### config.mk
export PLATFORM = sky130hd
export DESIGN_NAME = raster_laser_command_generator_unit
export DESIGN_NICKNAME = d
export VERILOG_FILES = /design/src/rtl/core/rlcg_pkg.sv /design/src/rtl/core/rlcg_front.sv /design/src/rtl/core/rlcg_queue.sv /design/src/rtl/core/rlcg_back.sv /design/src/rtl/core/raster_laser_command_generator_unit.sv
export SDC_FILE = /design/constraint.sdc
export NUM_CORES = 1
export LEC_CHECK = 0
export BUFFER_PORTS_ARGS = -buffer_cell sky130_fd_sc_hd__buf_4
export CORE_MARGIN = 1
export CORE_UTILIZATION = 40
export DETAILED_ROUTE_END_ITERATION = 10
export GPL_ROUTABILITY_DRIVEN = 0
export GPL_TIMING_DRIVEN = 0
export HOLD_SLACK_MARGIN = 0.15
export SLEW_MARGIN = 20
export SYNTH_ARGS = -nofsm -noshare
export SYNTH_HDL_FRONTEND = slang
export SYNTH_SLANG_ARGS = --single-unit
### constraint.sdc
create_clock -name clk -period 7.4 [get_ports clk]
set_input_delay 0.37 -clock clk [delete_from_list [all_inputs] [get_ports clk]]
set_output_delay 0.37 -clock clk [all_outputs]
set_load 0.05 [all_outputs]
### src/rtl/core/rlcg_pkg.sv
// Shared types and constants of the raster laser command generator.
// Used by rlcg_front, rlcg_queue, rlcg_back and the top level; no dependencies.
package rlcg_pkg;

	localparam int COORD_W     = 13;
	localparam int LEVEL_W     = 8;
	localparam int DWELL_W     = 16;
	localparam int SIZE_REG_W  = 13;
	localparam int GAIN_W      = 16;
	localparam int CFG_INDEX_W = 3;
	localparam int CFG_DATA_W  = 16;
	localparam int STEP_COUNT  = 14;
	localparam int QUEUE_DEPTH = 4;
	localparam int QPTR_W      = 2;
	localparam int QCNT_W      = 3;

	localparam logic [LEVEL_W-1:0] PIXEL_MAX = 8'd255;
	localparam logic [LEVEL_W-1:0] LEVEL_MAX = 8'd255;

	// Configuration register indexes.
	localparam logic [CFG_INDEX_W-1:0] CFG_IMAGE_WIDTH   = 3'd0;
	localparam logic [CFG_INDEX_W-1:0] CFG_IMAGE_HEIGHT  = 3'd1;
	localparam logic [CFG_INDEX_W-1:0] CFG_POWER_GAIN    = 3'd2;
	localparam logic [CFG_INDEX_W-1:0] CFG_CENTER_ENABLE = 3'd3;
	localparam logic [CFG_INDEX_W-1:0] CFG_DWELL_ENABLE  = 3'd4;
	localparam logic [CFG_INDEX_W-1:0] CFG_DWELL_TIME    = 3'd5;

	typedef enum logic [2:0] {
		CMD_SET_POWER   = 3'd0,
		CMD_HOME        = 3'd1,
		CMD_WAIT_MOTION = 3'd2,
		CMD_LASER_ON    = 3'd3,
		CMD_LASER_OFF   = 3'd4,
		CMD_MOVE        = 3'd5,
		CMD_DWELL       = 3'd6
	} cmd_t;

	// One bit per possible command of a pixel, in emission order.
	typedef enum logic [3:0] {
		STEP_START_OFF  = 4'd0,
		STEP_START_HOME = 4'd1,
		STEP_START_WAIT = 4'd2,
		STEP_LASER_ON   = 4'd3,
		STEP_ROW_MOVE   = 4'd4,
		STEP_X_MOVE     = 4'd5,
		STEP_SET_POWER  = 4'd6,
		STEP_DWELL      = 4'd7,
		STEP_RUN_OFF    = 4'd8,
		STEP_ROW_OFF    = 4'd9,
		STEP_END_OFF    = 4'd10,
		STEP_END_HOME   = 4'd11,
		STEP_END_WAIT   = 4'd12,
		STEP_LASER_OFF  = 4'd13
	} step_t;

	typedef struct packed {
		logic [SIZE_REG_W-1:0] image_width;
		logic [SIZE_REG_W-1:0] image_height;
		logic [GAIN_W-1:0]     power_gain;
		logic                  center_enable;
		logic                  dwell_enable;
		logic [DWELL_W-1:0]    dwell_time;
	} cfg_t;

	typedef struct packed {
		logic [STEP_COUNT-1:0] mask;
		logic [COORD_W-1:0]    x_coord;
		logic [COORD_W-1:0]    y_coord;
		logic [LEVEL_W-1:0]    power;
	} plan_t;

	typedef struct packed {
		logic              empty;
		logic              full;
		logic [QCNT_W-1:0] count;
	} q_status_t;

endpackage

### src/rtl/core/rlcg_front.sv
// Front end: counts column and row, derives the laser power of a pixel and
// builds the set of commands that the pixel causes. Depends on rlcg_pkg.
module rlcg_front #(
	parameter int MAX_SIDE = 4096
) (
	input  logic                          clk,
	input  logic                          arst_n,
	input  rlcg_pkg::cfg_t                cfg,
	input  logic                          accept,
	input  logic [rlcg_pkg::LEVEL_W-1:0]  red,
	input  logic [rlcg_pkg::LEVEL_W-1:0]  green,
	input  logic [rlcg_pkg::LEVEL_W-1:0]  blue,
	output logic                          push,
	output rlcg_pkg::plan_t               plan
);

	localparam int CW = $clog2(MAX_SIDE);
	localparam int SW = CW + 1;
	localparam int EW = (SW > rlcg_pkg::COORD_W) ? SW : rlcg_pkg::COORD_W;

	logic [CW-1:0] col_q, row_q;
	logic          pend_q;

	logic [EW-1:0] w_ext, h_ext, x_diff, y_diff;
	logic [SW-1:0] w, h, w_m1, h_m1, xoff, yoff;
	logic [CW-1:0] c, r, px;
	logic [rlcg_pkg::LEVEL_W-1:0] mx, black;
	logic [23:0]   prod;
	logic [15:0]   pwr_full;
	logic          lit, row_end, img_end;

	always_comb begin
		w_ext = EW'(cfg.image_width);
		h_ext = EW'(cfg.image_height);
		// A size of zero counts as one, a size beyond the maximum as the maximum.
		if (w_ext == '0) begin
			w = SW'(1);
		end else if (w_ext > EW'(MAX_SIDE)) begin
			w = SW'(MAX_SIDE);
		end else begin
			w = SW'(w_ext);
		end
		if (h_ext == '0) begin
			h = SW'(1);
		end else if (h_ext > EW'(MAX_SIDE)) begin
			h = SW'(MAX_SIDE);
		end else begin
			h = SW'(h_ext);
		end
		w_m1 = w - SW'(1);
		h_m1 = h - SW'(1);
		// A counter left beyond a size that shrank counts as the last column or row.
		c = (SW'(col_q) < w) ? col_q : w_m1[CW-1:0];
		r = (SW'(row_q) < h) ? row_q : h_m1[CW-1:0];
		row_end = (c == w_m1[CW-1:0]);
		img_end = row_end && (r == h_m1[CW-1:0]);

		mx = (red > green) ? red : green;
		if (blue > mx) begin
			mx = blue;
		end
		black    = rlcg_pkg::PIXEL_MAX - mx;
		prod     = {16'd0, black} * {8'd0, cfg.power_gain};
		pwr_full = prod[23:8];
		lit      = (pwr_full != 16'd0);

		// Odd rows run right to left.
		px   = r[0] ? (w_m1[CW-1:0] - c) : c;
		xoff = cfg.center_enable ? (w >> 1) : '0;
		yoff = cfg.center_enable ? (h >> 1) : '0;
		x_diff = EW'(px) - EW'(xoff);
		y_diff = EW'(r) - EW'(yoff);

		plan.x_coord = x_diff[rlcg_pkg::COORD_W-1:0];
		plan.y_coord = y_diff[rlcg_pkg::COORD_W-1:0];
		plan.power   = (pwr_full > 16'(rlcg_pkg::LEVEL_MAX)) ? rlcg_pkg::LEVEL_MAX
			: pwr_full[rlcg_pkg::LEVEL_W-1:0];

		plan.mask = '0;
		if (c == '0 && r == '0) begin
			plan.mask[rlcg_pkg::STEP_START_OFF]  = 1'b1;
			plan.mask[rlcg_pkg::STEP_START_HOME] = 1'b1;
			plan.mask[rlcg_pkg::STEP_START_WAIT] = 1'b1;
			plan.mask[rlcg_pkg::STEP_LASER_ON]   = 1'b1;
		end
		plan.mask[rlcg_pkg::STEP_ROW_MOVE]  = (c == '0);
		plan.mask[rlcg_pkg::STEP_X_MOVE]    = lit;
		plan.mask[rlcg_pkg::STEP_SET_POWER] = lit;
		plan.mask[rlcg_pkg::STEP_DWELL]     = lit && cfg.dwell_enable;
		plan.mask[rlcg_pkg::STEP_RUN_OFF]   = !lit && pend_q;
		plan.mask[rlcg_pkg::STEP_ROW_OFF]   = row_end;
		if (img_end) begin
			plan.mask[rlcg_pkg::STEP_END_OFF]   = 1'b1;
			plan.mask[rlcg_pkg::STEP_END_HOME]  = 1'b1;
			plan.mask[rlcg_pkg::STEP_END_WAIT]  = 1'b1;
			plan.mask[rlcg_pkg::STEP_LASER_OFF] = 1'b1;
		end
	end

	// A dark pixel in mid-row that closes no lit run causes nothing and is dropped here.
	assign push = accept && (plan.mask != '0);

	always_ff @(posedge clk or negedge arst_n) begin
		if (!arst_n) begin
			col_q  <= '0;
			row_q  <= '0;
			pend_q <= 1'b0;
		end else if (accept) begin
			// The pending power-off survives a row end and is dropped at image end.
			pend_q <= lit && !img_end;
			if (row_end) begin
				col_q <= '0;
				row_q <= img_end ? '0 : (r + CW'(1));
			end else begin
				col_q <= c + CW'(1);
				row_q <= r;
			end
		end
	end

endmodule

### src/rtl/core/rlcg_queue.sv
// Short queue of pixel command plans between the front and the back end.
// Depends on rlcg_pkg for the plan type and the depth.
module rlcg_queue (
	input  logic                  clk,
	input  logic                  arst_n,
	input  logic                  push,
	input  rlcg_pkg::plan_t       push_data,
	input  logic                  pop,
	output rlcg_pkg::plan_t       head,
	output rlcg_pkg::q_status_t   status
);

	rlcg_pkg::plan_t entries_q [rlcg_pkg::QUEUE_DEPTH];
	logic [rlcg_pkg::QPTR_W-1:0] wr_ptr_q, rd_ptr_q;
	logic [rlcg_pkg::QCNT_W-1:0] count_q;

	assign head         = entries_q[rd_ptr_q];
	assign status.count = count_q;
	assign status.empty = (count_q == '0);
	assign status.full  = (count_q == rlcg_pkg::QCNT_W'(rlcg_pkg::QUEUE_DEPTH));

	always_ff @(posedge clk) begin
		if (push) begin
			entries_q[wr_ptr_q] <= push_data;
		end
	end

	// The depth is a power of two, so the pointers wrap on their own.
	always_ff @(posedge clk or negedge arst_n) begin
		if (!arst_n) begin
			wr_ptr_q <= '0;
			rd_ptr_q <= '0;
			count_q  <= '0;
		end else begin
			if (push) begin
				wr_ptr_q <= wr_ptr_q + rlcg_pkg::QPTR_W'(1);
			end
			if (pop) begin
				rd_ptr_q <= rd_ptr_q + rlcg_pkg::QPTR_W'(1);
			end
			if (push && !pop) begin
				count_q <= count_q + rlcg_pkg::QCNT_W'(1);
			end else if (pop && !push) begin
				count_q <= count_q - rlcg_pkg::QCNT_W'(1);
			end
		end
	end

endmodule

### src/rtl/core/rlcg_back.sv
// Back end: walks the command set of one pixel plan, one command per cycle
// unless the receiver stalls, into the output register. Depends on rlcg_pkg.
module rlcg_back (
	input  logic                           clk,
	input  logic                           arst_n,
	input  logic [rlcg_pkg::DWELL_W-1:0]   dwell_time,
	input  rlcg_pkg::plan_t                head,
	input  logic                           q_empty,
	output logic                           pop,
	output logic                           out_valid,
	input  logic                           out_ready,
	output rlcg_pkg::cmd_t                 command,
	output logic                           x_valid,
	output logic [rlcg_pkg::COORD_W-1:0]   x_coord,
	output logic                           y_valid,
	output logic [rlcg_pkg::COORD_W-1:0]   y_coord,
	output logic [rlcg_pkg::LEVEL_W-1:0]   power_level,
	output logic [rlcg_pkg::DWELL_W-1:0]   dwell_value,
	output logic                           last
);

	logic [rlcg_pkg::STEP_COUNT-1:0] mask_q, mask_clr;
	rlcg_pkg::plan_t                 plan_q;
	rlcg_pkg::step_t                 step;
	logic                            out_free, emit, load;

	rlcg_pkg::cmd_t                  n_cmd;
	logic                            n_xv, n_yv;
	logic [rlcg_pkg::COORD_W-1:0]    n_x, n_y;
	logic [rlcg_pkg::LEVEL_W-1:0]    n_pwr;
	logic [rlcg_pkg::DWELL_W-1:0]    n_dw;

	rlcg_pkg::cmd_t                  cmd_q;
	logic                            xv_q, yv_q, valid_q, last_q;
	logic [rlcg_pkg::COORD_W-1:0]    x_q, y_q;
	logic [rlcg_pkg::LEVEL_W-1:0]    pwr_q;
	logic [rlcg_pkg::DWELL_W-1:0]    dw_q;

	always_comb begin
		// The lowest pending step goes out next.
		step = rlcg_pkg::STEP_START_OFF;
		for (int i = rlcg_pkg::STEP_COUNT - 1; i >= 0; i--) begin
			if (mask_q[i]) begin
				step = rlcg_pkg::step_t'(4'(i));
			end
		end
		mask_clr = mask_q & ~(rlcg_pkg::STEP_COUNT'(1) << step);
		out_free = !valid_q || out_ready;
		emit     = (mask_q != '0) && out_free;
		load     = !q_empty && ((mask_q == '0) || (emit && mask_clr == '0));

		n_cmd = rlcg_pkg::CMD_SET_POWER;
		n_xv  = 1'b0;
		n_yv  = 1'b0;
		n_x   = '0;
		n_y   = '0;
		n_pwr = '0;
		n_dw  = '0;
		case (step)
			rlcg_pkg::STEP_START_HOME, rlcg_pkg::STEP_END_HOME: begin
				n_cmd = rlcg_pkg::CMD_HOME;
			end
			rlcg_pkg::STEP_START_WAIT, rlcg_pkg::STEP_END_WAIT: begin
				n_cmd = rlcg_pkg::CMD_WAIT_MOTION;
			end
			rlcg_pkg::STEP_LASER_ON: begin
				n_cmd = rlcg_pkg::CMD_LASER_ON;
			end
			rlcg_pkg::STEP_LASER_OFF: begin
				n_cmd = rlcg_pkg::CMD_LASER_OFF;
			end
			rlcg_pkg::STEP_ROW_MOVE: begin
				n_cmd = rlcg_pkg::CMD_MOVE;
				n_yv  = 1'b1;
				n_y   = plan_q.y_coord;
			end
			rlcg_pkg::STEP_X_MOVE: begin
				n_cmd = rlcg_pkg::CMD_MOVE;
				n_xv  = 1'b1;
				n_x   = plan_q.x_coord;
			end
			rlcg_pkg::STEP_SET_POWER: begin
				n_pwr = plan_q.power;
			end
			rlcg_pkg::STEP_DWELL: begin
				n_cmd = rlcg_pkg::CMD_DWELL;
				n_dw  = dwell_time;
			end
			default: begin
				n_cmd = rlcg_pkg::CMD_SET_POWER;
			end
		endcase
	end

	assign pop = load;

	always_ff @(posedge clk or negedge arst_n) begin
		if (!arst_n) begin
			mask_q  <= '0;
			valid_q <= 1'b0;
		end else begin
			if (load) begin
				mask_q <= head.mask;
			end else if (emit) begin
				mask_q <= mask_clr;
			end
			if (emit) begin
				valid_q <= 1'b1;
			end else if (out_ready) begin
				valid_q <= 1'b0;
			end
		end
	end

	always_ff @(posedge clk) begin
		if (load) begin
			plan_q <= head;
		end
		if (emit) begin
			cmd_q  <= n_cmd;
			xv_q   <= n_xv;
			x_q    <= n_x;
			yv_q   <= n_yv;
			y_q    <= n_y;
			pwr_q  <= n_pwr;
			dw_q   <= n_dw;
			last_q <= (mask_clr == '0);
		end
	end

	assign out_valid   = valid_q;
	assign command     = cmd_q;
	assign x_valid     = xv_q;
	assign x_coord     = x_q;
	assign y_valid     = yv_q;
	assign y_coord     = y_q;
	assign power_level = pwr_q;
	assign dwell_value = dw_q;
	assign last        = last_q;

endmodule

### src/rtl/core/raster_laser_command_generator_unit.sv
// Top level of the raster laser command generator: configuration registers,
// stream ports and the front end, plan queue and back end (rlcg_pkg, rlcg_*).
//
// Usage: pixels arrive on the s_axis channel in serpentine scan order, one
// transaction per pixel. Each pixel causes zero to thirteen commands on the
// m_axis channel; m_axis_tlast marks the last command of a pixel, and a dark
// pixel inside a row that ends no lit run causes none. Registers are to be
// written through cfg_we/cfg_index/cfg_data only while no pixel is in flight,
// which the block does not enforce. A pixel's plan passes the queue, the back
// end's mask register and the output register on its way to m_axis. The back
// end sends one command per cycle unless the receiver stalls; a queued plan
// has one to thirteen commands, typically two or three when lit. Pixels that
// cause no command pass the front end at one per cycle while the queue has
// room. A four-entry plan queue lets the front end accept pixels while the
// back end still works. Reset clears the column and row counters, the pending
// power-off, the queue and the output valid flag, and loads the register
// defaults. When the receiver stalls, the output register holds its command,
// the back end stops, and s_axis_tready falls once the plan queue is full.
module raster_laser_command_generator_unit #(
	parameter int MAX_SIDE = 4096
) (
	input  logic                              clk,
	input  logic                              arst_n,
	input  logic                              s_axis_tvalid,
	output logic                              s_axis_tready,
	input  logic [23:0]                       s_axis_tdata,  // red, green, blue
	output logic                              m_axis_tvalid,
	input  logic                              m_axis_tready,
	// x_coord, y_coord, power_level, dwell_value, zero fill
	output logic [55:0]                       m_axis_tdata,
	output logic [4:0]                        m_axis_tuser,  // command, x_valid, y_valid
	output logic                              m_axis_tlast,
	input  logic                              cfg_we,
	input  logic [rlcg_pkg::CFG_INDEX_W-1:0]  cfg_index,
	input  logic [rlcg_pkg::CFG_DATA_W-1:0]   cfg_data
);

	rlcg_pkg::cfg_t      cfg_q;
	rlcg_pkg::plan_t     plan, head;
	rlcg_pkg::q_status_t q_status;
	rlcg_pkg::cmd_t      command;
	logic                accept, push, pop;
	logic                x_valid, y_valid;
	logic [rlcg_pkg::COORD_W-1:0] x_coord, y_coord;
	logic [rlcg_pkg::LEVEL_W-1:0] power_level;
	logic [rlcg_pkg::DWELL_W-1:0] dwell_value;

	always_ff @(posedge clk or negedge arst_n) begin
		if (!arst_n) begin
			cfg_q.image_width   <= rlcg_pkg::SIZE_REG_W'(1);
			cfg_q.image_height  <= rlcg_pkg::SIZE_REG_W'(1);
			cfg_q.power_gain    <= rlcg_pkg::GAIN_W'(256);
			cfg_q.center_enable <= 1'b0;
			cfg_q.dwell_enable  <= 1'b0;
			cfg_q.dwell_time    <= '0;
		end else if (cfg_we) begin
			case (cfg_index)
				rlcg_pkg::CFG_IMAGE_WIDTH: begin
					cfg_q.image_width <= cfg_data[rlcg_pkg::SIZE_REG_W-1:0];
				end
				rlcg_pkg::CFG_IMAGE_HEIGHT: begin
					cfg_q.image_height <= cfg_data[rlcg_pkg::SIZE_REG_W-1:0];
				end
				rlcg_pkg::CFG_POWER_GAIN: begin
					cfg_q.power_gain <= cfg_data;
				end
				rlcg_pkg::CFG_CENTER_ENABLE: begin
					cfg_q.center_enable <= cfg_data[0];
				end
				rlcg_pkg::CFG_DWELL_ENABLE: begin
					cfg_q.dwell_enable <= cfg_data[0];
				end
				rlcg_pkg::CFG_DWELL_TIME: begin
					cfg_q.dwell_time <= cfg_data;
				end
				default: begin
				end
			endcase
		end
	end

	assign s_axis_tready = !q_status.full;
	assign accept        = s_axis_tvalid && s_axis_tready;

	rlcg_front #(
		.MAX_SIDE (MAX_SIDE)
	) u_front (
		.clk    (clk),
		.arst_n (arst_n),
		.cfg    (cfg_q),
		.accept (accept),
		.red    (s_axis_tdata[7:0]),
		.green  (s_axis_tdata[15:8]),
		.blue   (s_axis_tdata[23:16]),
		.push   (push),
		.plan   (plan)
	);

	rlcg_queue u_queue (
		.clk       (clk),
		.arst_n    (arst_n),
		.push      (push),
		.push_data (plan),
		.pop       (pop),
		.head      (head),
		.status    (q_status)
	);

	rlcg_back u_back (
		.clk         (clk),
		.arst_n      (arst_n),
		.dwell_time  (cfg_q.dwell_time),
		.head        (head),
		.q_empty     (q_status.empty),
		.pop         (pop),
		.out_valid   (m_axis_tvalid),
		.out_ready   (m_axis_tready),
		.command     (command),
		.x_valid     (x_valid),
		.x_coord     (x_coord),
		.y_valid     (y_valid),
		.y_coord     (y_coord),
		.power_level (power_level),
		.dwell_value (dwell_value),
		.last        (m_axis_tlast)
	);

	assign m_axis_tdata = {6'd0, dwell_value, power_level, y_coord, x_coord};
	assign m_axis_tuser = {y_valid, x_valid, command};

`ifndef ASSERT_OFF
	// The queue never holds more plans than it has entries.
	assert property (@(posedge clk) disable iff (!arst_n)
		q_status.count <= rlcg_pkg::QCNT_W'(rlcg_pkg::QUEUE_DEPTH))
		else $error("plan queue count beyond its depth");

	// Laser off closes the end of an image and is always the last command of its pixel.
	assert property (@(posedge clk) disable iff (!arst_n)
		m_axis_tvalid && command == rlcg_pkg::CMD_LASER_OFF |-> m_axis_tlast)
		else $error("laser off not marked as last command");

	// Laser on is always followed by the row move of the same pixel.
	assert property (@(posedge clk) disable iff (!arst_n)
		m_axis_tvalid && command == rlcg_pkg::CMD_LASER_ON |-> !m_axis_tlast)
		else $error("laser on marked as last command");

	// A move carries exactly one coordinate.
	assert property (@(posedge clk) disable iff (!arst_n)
		m_axis_tvalid && command == rlcg_pkg::CMD_MOVE |-> x_valid != y_valid)
		else $error("move with both or no coordinates");
`endif

endmodule
==> results of run 1 <==
-- final timing paths --
check | slack (ps) | startpoint | endpoint | cells past startpoint
hold / removal | 200 | cfg_we | cfg_q[17] | 3
setup / recovery | -960 | s_axis_tdata[13] | u_queue.count_q[1] | 39
min in group asynchronous | 450 | arst_n | cfg_q[0] | 2
hold reg to reg | 490 | cfg_q[5] | cfg_q[5] | 1
setup reg to reg | 10 | cfg_q[59] | u_queue.entries_q[1][33] | 35
max in group asynchronous | 6230 | arst_n | u_back.mask_q[5] | 2
-- cells in the final DEF, fill, tap and decap left out, types with 19 or more instances in the layout --
cell and count:
nand2_1 189, mux2_2 61, xnor2_1 47, a21o_1 28
nand4_1 21, ha_4 20, nor2b_1 43, edfxtp_1 254
fa_1 79, and2_1 76, clkbuf_1 42, xor2_1 19
mux4_2 38, a21oi_1 46, ha_1 102, nor2_1 73
dfrtp_1 104, mux2i_1 23, o21ai_0 73, a22o_1 19
clkbuf_16 47, nand3_1 22, buf_4 170, inv_1 142
nor3_1 21
-- final cells by class --
class | instances | area [sq um]
fill | 4837 | 27710
multi-input combinational | 1352 | 12160
sequential | 361 | 10310
timing repair buffer | 204 | 1876
clock buffer | 51 | 1085
tap | 748 | 935.9
inverter | 157 | 595.6
buffer | 84 | 563.0
clock inverter | 22 | 191.4
-- stage by stage --
step | utilization | worst slack (ps)
CTS | 0.4947 | -922.8
detailed placement | 0.4500 | -3133
global placement | 0.4443 | -3185
global route | 0.5000 | -1204
floorplan | - | -1111
finish | 0.5000 | -957.5
-- cells in the mapped netlist (8+ instances only) --
master    count  area share
edfxtp_1    254        0.34
nand2_1     204       0.034
inv_1       155       0.026
ha_1        125       0.069
dfrtp_1     104        0.12
fa_1         87       0.077
nor2_1       84       0.014
and2_1       82       0.023
o21ai_0      82       0.018
mux2_2       67       0.033
a21oi_1      58       0.013
xnor2_1      49       0.019
clkbuf_1     47      0.0078
nor2b_1      45       0.012
mux4_2       38       0.038
a21o_1       29      0.0097
mux2i_1      29       0.013
nand3_1      25      0.0055
nor3_1       23      0.0051
nand4_1      21      0.0058
nor4_1       20      0.0055
a22o_1       19      0.0074
xor2_1       19      0.0074
and3_1       18      0.0050
buf_1        18      0.0030
nand2b_1     13      0.0036
o31ai_1      12      0.0040
o211ai_1     11      0.0037
o21a_1       11      0.0037
or3_1        11      0.0031
a211oi_1     10      0.0033
buf_4        10      0.0033
a21boi_0      8      0.0027
buf_2         8      0.0018
o21bai_1      8      0.0027
-- routing by layer --
| metal | GRT usage | wire, microns | vias to the layer above |
|---|---|---|---|
| li1 | - | - | 7526 |
| met1 | 0.2668 | 24950 | 7966 |
| met2 | 0.3543 | 28360 | 449 |
| met3 | 0.02524 | 2545 | 87 |
| met4 | 0.05925 | 1488 | 0 |
| met5 | 0 | 0 | - |
-- registers in the layout (all words and copies together), names as in the netlist, 12 cells and up --
register            count
u_back.dwell_value     16
u_back.y_coord         13
u_back.plan_q          34
u_queue.entries_q     164
u_front.col_q          12
u_back.mask_q          14
u_back.x_coord         13
u_front.row_q          12
cfg_q                  60
-- kinds of logic (layout without fill, tap and decap cells) --
| kind of cell | Yosys count | in the layout | synth area share |
|---|---|---|---|
| other | 1 | 6 | 0.0001662 |
| flip-flops | 361 | 361 | 0.4570 |
| adder cells (fa/ha/maj) | 213 | 213 | 0.1470 |
| XOR/XNOR | 68 | 68 | 0.02640 |
| buffers and inverters | 242 | 518 | 0.04360 |
| multiplexers | 138 | 138 | 0.08669 |
| AO/OA/AOI/OAI | 328 | 328 | 0.1011 |
| AND/OR/NAND/NOR | 599 | 599 | 0.1381 |
-- critical path, delay by kind of cell --
kind                     cells  cell delay, ps
buffers and inverters        9             880
AO/OA/AOI/OAI                9            1990
adder cells (fa/ha/maj)      9            3130
multiplexers                 4            1080
AND/OR/NAND/NOR              8            1320
-- what timing repair did --
item | CTS | global route
hold buffers | 17 | 0
endpoints found under the hold margin | 164 | 0
pin swaps | 81 | 28
setup endpoints to repair | 226 | 230
setup buffers | 54 | 13
resized for setup | 114 | 41
gates cloned | 5 | 0
==> metrics.md, run 1 <==
| Metric | Value |
|---|---|
| Status | finished, violations left |
| Violated checks | negative setup slack |
| Async SR Flop Fraction | 0.2964 |
| Post-synth EDFFs | 254 |
| Post-route clock period utilization | 1.129 |
| Final min period | 8358 ps |
| First-pass GRT wire length | 91020 microns |
| Max-cap violations | 0 |
| Initial DRT Pass Iterations | 7 |
| Via Count | 16030 |
| Area after DPL | 24940 sq um |
| Die height | 239.5 microns |
| Mapped Area | 22560 sq um |
| Worst Skew | 16.87 ps |
| Gr usage total | 0.2042 |
| Critical Path AT | 8790 ps |
| # DRC | 0 |
| Area delta synth->final | 22.84% |
| Hpwl dp | 42030 microns |
| Initial antenna violation count | 0 |
| I/O Pins | 112 |
| CP Class | input pin to flip-flop |
| DRT iter0 DRCs | 1006 |
| Total CTS buffers | 40 |
| Slew HR | 0.2607 |
| Num rows | 86 |
| Antenna Violating Nets Remaining | 0 |
| Maximum root-to-sink buffer count | 3 |
| Die width | 239.5 microns |
| PortBufs | 105 |
| Final cell count without fillers | 2979 |
| Critical path peak fanout | 10 |
| Yosys warning count | 0 |
| Syn Inst Count | 1950 |
| Reg clk slew, reported paths | 60 ps |
| Worst Max-Slew Pin Slew | 1099 ps |
| Routed Wire Length | 57350 microns |
| Main synth FF type | edfxtp_1 |
| DR vias/cell | 5.380 |
| Initial Utilization | 0.4071 |
| Nets | 2460 |
| Slew Viols, Final | 0 |
| Synth cell types | 106 |
| HP Class | input pin to flip-flop |
| Largest stage delay on the critical path | 560 ps |
| Layout cells sized above 1 | 0.2474 |
| Post-Syn Area per Cell | 11.57 sq um |
| #FFs+latches synth | 361 |
| Startpoint types | input pin |
| Die ar. | 57350 sq um |
| Core area | 55420 sq um |
| Register area share after synthesis | 0.4570 |
| Largest net degree at the start of global routing | 108 |
| Endpoints failing hold | 0 |
| Worst Setup End Kind | flip-flop |
| CP most frequent cell | ha_4 |
| Fmax | 119.7 MHz |
| CTS root buf | clkbuf_16 |
| Fin Setup TNS | -124680 ps |
| CTS tree | yes |
| Crit path required time | 7830 ps |
| Worst hold margin | 197.2 ps |
| Clk sinks | 361 |
| Final worst slack | -957.5 ps |
| Worst-skew pair later-pin latency | 560 ps |
| Vias in the first global route | 16330 |
| Diode count | 0 |
| Drt wl/cell | 19.25 microns |
| Overflow after GRT | 0 |
| Final instance area | 27710 sq um |
| Final setup vio count | 214 |
| Placed insts | 2819 |
| H-Tree Level Count | 2 |
| RSZ-0062 raised after global routing | yes |
| CP max stage cell | fa_1 |
Power of run 1 is not shown: default switching activity piles up to over one toggle a cycle in this logic, so the estimate is an artifact.
==> run 2: changes to the inputs <==
Settings changed: CELL_PAD_IN_SITES_DETAIL_PLACEMENT set to 2, CELL_PAD_IN_SITES_GLOBAL_PLACEMENT set to 2, CORE_UTILIZATION 40 to 39, PLACE_DENSITY_LB_ADDON set to 0.1.
==> metrics.md, run 2 (same netlist as run 1, synthesis figures left out) <==
| Metric | Value |
|---|---|
| CP max stage cell | fa_1 (unchanged) |
| Worst hold margin | 200.5 ps (was 197.2 ps) |
| Final worst slack | -1146 ps (was -957.5 ps) |
| Most frequent cells in the layout | edfxtp_1, nand2_1, buf_4, inv_1, ha_1 (was edfxtp_1, nand2_1, buf_4, inv_1, dfrtp_1) |
| Biggest register | u_queue.entries_q (unchanged) |
| Core area | 56820 sq um (was 55420 sq um) |
| Largest registers | u_queue.entries_q x164, cfg_q x60, u_back.plan_q x34 (unchanged) |
| Hold EP | cfg_q[17] (unchanged) |
| Reg-to-reg endpoint | u_queue.entries_q[2][33] (was u_queue.entries_q[1][33]) |
| Endpoints failing hold | 0 (unchanged) |
| Num rows | 87 (was 86) |
| Critical Path AT | 8990 ps (was 8790 ps) |
| Initial Utilization | 0.3970 (was 0.4071) |
| Status | finished, violations left (unchanged) |
| Reg clk slew, reported paths | 60 ps (about the same) |
| Diode count | 0 (unchanged) |
| Fin Setup TNS | -169780 ps (was -124680 ps) |
| Reg2reg path depth | 31 (was 35) |
| RSZ-0062 raised after global routing | yes (unchanged) |
| Initial antenna violation count | 1 (was 0) |
| Slew HR | 0.2207 (was 0.2607) |
| Worst path bufs/invs | 8 (was 9) |
| Initial DRT Pass Iterations | 4 (was 7) |
| Worst r2r src | cfg_q[59] (unchanged) |
| Reg2Reg Setup Slack | 510 ps (was 10 ps) |
| Gr usage total | 0.2520 (was 0.2042) |
| Total CTS buffers | 41 (was 40) |
| Via Count | 16520 (was 16030) |
| Critical hold path startpoint | cfg_we (unchanged) |
| CTS root buf | clkbuf_16 (unchanged) |
| CTS tree | yes (unchanged) |
| Clk sinks | 361 (unchanged) |
| Largest stage delay on the critical path | 540 ps (was 560 ps) |
| DR vias/cell | 5.532 (was 5.380) |
| First-pass GRT wire length | 114000 microns (was 91020 microns) |
| Largest net degree at the start of global routing | 64 (was 108) |
| Vias in the first global route | 18650 (was 16330) |
| Slew Viols, Final | 0 (unchanged) |
| Worst Setup End Kind | flip-flop (unchanged) |
| WHS Path Cells | 3 (unchanged) |
| Antenna Violating Nets Remaining | 0 (unchanged) |
| Post-route clock period utilization | 1.155 (was 1.129) |
| CP Class | input pin to flip-flop (unchanged) |
| Final min period | 8546 ps (was 8358 ps) |
| # DRC | 0 (unchanged) |
| Most common cell after layout, fill and taps aside | edfxtp_1 (unchanged) |
| HP Class | input pin to flip-flop (unchanged) |
| Critical path peak fanout | 8 (was 10) |
| Nets | 2459 (was 2460) |
| I/O Pins | 112 (unchanged) |
| Worst Max-Slew Pin Slew | 1154 ps (was 1099 ps) |
| Overflow after GRT | 0 (unchanged) |
| Dominant delay contributor by cell family on the critical path | adder cells (unchanged) |
| DRT iter0 DRCs | 748 (was 1006) |
| Die ar. | 58810 sq um (was 57350 sq um) |
| Fmax | 117.0 MHz (was 119.7 MHz) |
| Max-cap violations | 0 (unchanged) |
| Area delta synth->final | 22.82% (was 22.84%) |
| Crit path required time | 7850 ps (was 7830 ps) |
| Violated checks | negative setup slack (unchanged) |
| H-Tree Level Count | 2 (unchanged) |
| CP most frequent cell | fa_1 (was ha_4) |
| Area of the multi-input gates | 12220 sq um (was 12160 sq um) |
| Worst-skew pair later-pin latency | 580 ps (was 560 ps) |
| Largest register FFs | 164 (unchanged) |
| PortBufs | 105 (unchanged) |
| Final setup vio count | 214 (unchanged) |
| Routed Wire Length | 73590 microns (was 57350 microns) |
| FF+latch area | 10310 sq um (about the same) |
| Layout cells sized above 1 | 0.2520 (was 0.2474) |
| Worst Skew | 20.59 ps (was 16.87 ps) |
| Die height | 242.5 microns (was 239.5 microns) |
| Hpwl dp | 53200 microns (was 42030 microns) |
| Drt wl/cell | 24.65 microns (was 19.25 microns) |
| Maximum root-to-sink buffer count | 3 (unchanged) |
| Startpoint types | input pin (unchanged) |
| Layout fillers | 5669 (was 4837) |
| Die width | 242.5 microns (was 239.5 microns) |
[run 2: cell types whose count changed in the layout (fill, tap and decap cells not counted), sizes merged]
cell,delta
buf,-2
clkbuf,-8
clkinv,+7
inv,-2
nor2,+4
[run 2: repair_timing]
| action | CTS | global route |
|---|---|---|
| setup endpoints to repair | 230 | 266 |
| hold buffers | 17 | 0 |
| gates cloned | 6 | 1 |
| endpoints found under the hold margin | 119 | 0 |
| pin swaps | 70 | 27 |
| setup buffers | 57 | 12 |
| resized for setup | 110 | 64 |
[run 2: final cells by class]
type,count,share of cell area
multi-input cells,1356,0.4410
clock inverters,27,0.008490
inverters,157,0.02154
flip-flops and latches,361,0.3721
well taps,756,0.03414
repair buffers,201,0.06453
plain buffers,81,0.01960
clock buffers,47,0.03857
[run 2: how the worst max path moves through the flow]
stage	start	endpoint	slack [ps]	cells past startpoint
6_report	s_axis_tdata[11]	u_queue.count_q[1]	-1150	38
5_1_grt	s_axis_tdata[5]	u_queue.count_q[1]	-1360	39
4_1_cts	s_axis_tdata[5]	u_queue.count_q[1]	-1020	37
3_5_place_dp	s_axis_tdata[9]	u_queue.count_q[1]	-3410	39
3_3_place_gp	s_axis_tdata[5]	u_queue.entries_q[1][6]	-3400	35
2_1_floorplan	s_axis_tdata[5]	u_queue.count_q[1]	-1110	35
[run 2: worst reg2reg max path, delay by kind of cell (launching register included)]
kind,cells,cell delay [ps]
AO/OA/AOI/OAI,15,2900
buffers and inverters,6,970
AND/OR/NAND/NOR,6,970
adder cells (fa/ha/maj),3,870
flip-flops,1,490
multiplexers,1,430
[run 2: routing by layer]
layer  global-route usage  wire length (microns)  vias up
met4              0.04281                   1328        0
met3              0.02736                   1927       82
met1               0.3293                  32720     8655
met2               0.4536                  37620      257
li1                     -                      -     7526
met5                    0                      0        -
[run 2: through the flow]
stage / utilization / area, sq um / setup slack (ps) / std cells
4_1_cts: 0.4813 / 27350 / -1020 / 2977
5_1_grt: 0.4876 / 27710 / -1364 / 2986
6_report: 0.4876 / 27710 / -1146 / 2986
3_5_place_dp: 0.4373 / 24850 / -3415 / 2824
3_3_place_gp: 0.4335 / 24630 / -3401 / 2816
2_1_floorplan: - / 22900 / -1111 / 1955
Power of run 2 is left out for the same reason.
==> run 3: changes to the inputs <==
Settings changed: BUFFER_PORTS_ARGS -buffer_cell sky130_fd_sc_hd__buf_4 to -buffer_cell sky130_fd_sc_hd__buf_2, CORE_MARGIN 1 to 3.
==> metrics.md, run 3 (same netlist as run 1, synthesis figures left out) <==
| Metric | Value |
|---|---|
| Status | finished, violations left (unchanged) |
| Violated checks | negative setup slack (unchanged) |
| Worst hold margin | 167.6 ps (was 200.5 ps) |
| Crit path required time | 7840 ps (was 7850 ps) |
| Reg-to-reg endpoint | u_queue.entries_q[2][32] (was u_queue.entries_q[2][33]) |
| Initial DRT Pass Iterations | 4 (unchanged) |
| Worst r2r src | cfg_q[59] (unchanged) |
| Core area | 56820 sq um (unchanged) |
| Final cell count without fillers | 2991 (was 2986) |
| CP Class | input pin to flip-flop (unchanged) |
| Hpwl dp | 52820 microns (was 53200 microns) |
| Biggest register | u_queue.entries_q (unchanged) |
| Vias in the first global route | 18480 (was 18650) |
| Largest net degree at the start of global routing | 73 (was 64) |
| Largest register FFs | 164 (unchanged) |
| Worst Max-Slew Pin Slew | 945.0 ps (was 1154 ps) |
| Worst Skew | 23.50 ps (was 20.59 ps) |
| Initial Utilization | 0.3970 (unchanged) |
| Reg clk slew, reported paths | 60 ps (about the same) |
| Maximum root-to-sink buffer count | 3 (unchanged) |
| RSZ-0062 raised after global routing | yes (unchanged) |
| Reg2Reg Setup Slack | 110 ps (was 510 ps) |
| Startpoint types | input pin (unchanged) |
| Final min period | 8489 ps (was 8546 ps) |
| Worst path bufs/invs | 8 (unchanged) |
| Most frequent cells in the layout | edfxtp_1, nand2_1, inv_1, buf_2, dfrtp_1 (was edfxtp_1, nand2_1, buf_4, inv_1, ha_1) |
| Fmax | 117.8 MHz (was 117.0 MHz) |
| Via Count | 16410 (was 16520) |
| Die height | 246.5 microns (was 242.5 microns) |
| Clk sinks | 361 (unchanged) |
| Most common cell after layout, fill and taps aside | edfxtp_1 (unchanged) |
| Layout cells sized above 1 | 0.2577 (was 0.2520) |
| Largest registers | u_queue.entries_q x164, cfg_q x60, u_back.plan_q x34 (unchanged) |
| Die width | 246.5 microns (was 242.5 microns) |
| Overflow after GRT | 0 (unchanged) |
| Diode count | 0 (unchanged) |
| Die ar. | 60760 sq um (was 58810 sq um) |
| Slew Viols, Final | 0 (unchanged) |
| First-pass GRT wire length | 112200 microns (was 114000 microns) |
| DRT iter0 DRCs | 762 (was 748) |
| Area delta synth->final | 21.71% (was 22.82%) |
| Slew HR | 0.3700 (was 0.2207) |
| DR vias/cell | 5.485 (was 5.532) |
| Worst-skew pair later-pin latency | 580 ps (about the same) |
| Endpoints failing hold | 0 (unchanged) |
| Nets | 2462 (was 2459) |
| Worst Setup End Kind | flip-flop (unchanged) |
| Total CTS buffers | 41 (unchanged) |
| Initial antenna violation count | 1 (unchanged) |
| PortBufs | 105 (unchanged) |
| Num rows | 87 (unchanged) |
| Drt wl/cell | 24.43 microns (was 24.65 microns) |
| CP max stage cell | fa_2 (was fa_1) |
| Max-cap violations | 0 (unchanged) |
| WHS Path Cells | 2 (was 3) |
| Place WS | -3413 ps (was -3415 ps) |
| # DRC | 0 (unchanged) |
| CTS tree | yes (unchanged) |
| Antenna Violating Nets Remaining | 0 (unchanged) |
| I/O Pins | 112 (unchanged) |
| Post-route clock period utilization | 1.147 (was 1.155) |
| Critical Path AT | 8930 ps (was 8990 ps) |
| Final setup vio count | 214 (unchanged) |
| Dominant delay contributor by cell family on the critical path | adder cells (unchanged) |
| Gr usage total | 0.2397 (was 0.2520) |
| Reg2reg path depth | 33 (was 31) |
| CP most frequent cell | ha_4 (was fa_1) |
| Routed Wire Length | 73070 microns (was 73590 microns) |
| HP Class | input pin to flip-flop (unchanged) |
| Critical path peak fanout | 5 (was 8) |
| Placed insts | 2824 (unchanged) |
| Largest stage delay on the critical path | 540 ps (about the same) |
| CTS root buf | clkbuf_16 (unchanged) |
| H-Tree Level Count | 2 (unchanged) |
| Critical hold path startpoint | cfg_data[9] (was cfg_we) |
| Final worst slack | -1089 ps (was -1146 ps) |
| Hold EP | cfg_q[9] (was cfg_q[17]) |
| Final design utilization | 0.4832 (was 0.4876) |
==> run 3: repair_timing <==
action / 4_1_cts / 5_1_grt
hold endpoints to repair: 52 / 0
resized for setup: 134 / 52
pin swaps: 65 / 46
gates cloned: 7 / 0
endpoints found under the setup margin: 230 / 246
hold buffers: 8 / 0
setup buffers: 53 / 25
==> run 3: final cells by class <==
cell class	instances	area [sq um]
multi-input combinational	1357	12270
clock buffer	52	1077
fill	5734	29370
tap	756	945.9
buffer	83	540.5
sequential	361	10310
clock inverter	24	221.5
inverter	157	591.8
timing repair buffer	201	1495
==> run 3: how the worst max path moves through the flow <==
stage	start	end	cells after the start
after floorplan	s_axis_tdata[5]	u_queue.count_q[1]	35
after global placement	s_axis_tdata[5]	u_queue.entries_q[1][4]	35
after detailed placement	s_axis_tdata[9]	u_queue.count_q[1]	39
after CTS	s_axis_tdata[13]	u_queue.count_q[1]	39
after global routing	s_axis_tdata[5]	u_queue.count_q[1]	39
final	s_axis_tdata[14]	u_queue.count_q[1]	40
==> run 3: metal layers <==
layer | track usage | wire, microns | up-vias
li1 | - | - | 7527
met5 | 0 | 0 | -
met3 | 0.02612 | 2161 | 85
met2 | 0.4185 | 36740 | 274
met1 | 0.3165 | 32360 | 8520
met4 | 0.06474 | 1811 | 0
==> run 3: worst reg2reg max path, delay by kind of cell, from the launching register on <==
family,cells,cell delay [ps]
compound gates,15,3100
buf+inv,8,1600
fa+ha+maj,4,1190
simple gates,5,610
flops,1,360
xor+xnor,1,200
==> run 3: metrics by stage <==
stage / instance area [sq um] / setup TNS [ps]
4_1_cts: 27040 / -149410
6_report: 27460 / -161990
2_1_floorplan: 22900 / -168780
3_3_place_gp: 24370 / -631820
5_1_grt: 27460 / -241380
3_5_place_dp: 24600 / -604300
Power of run 3 is left out for the same reason.
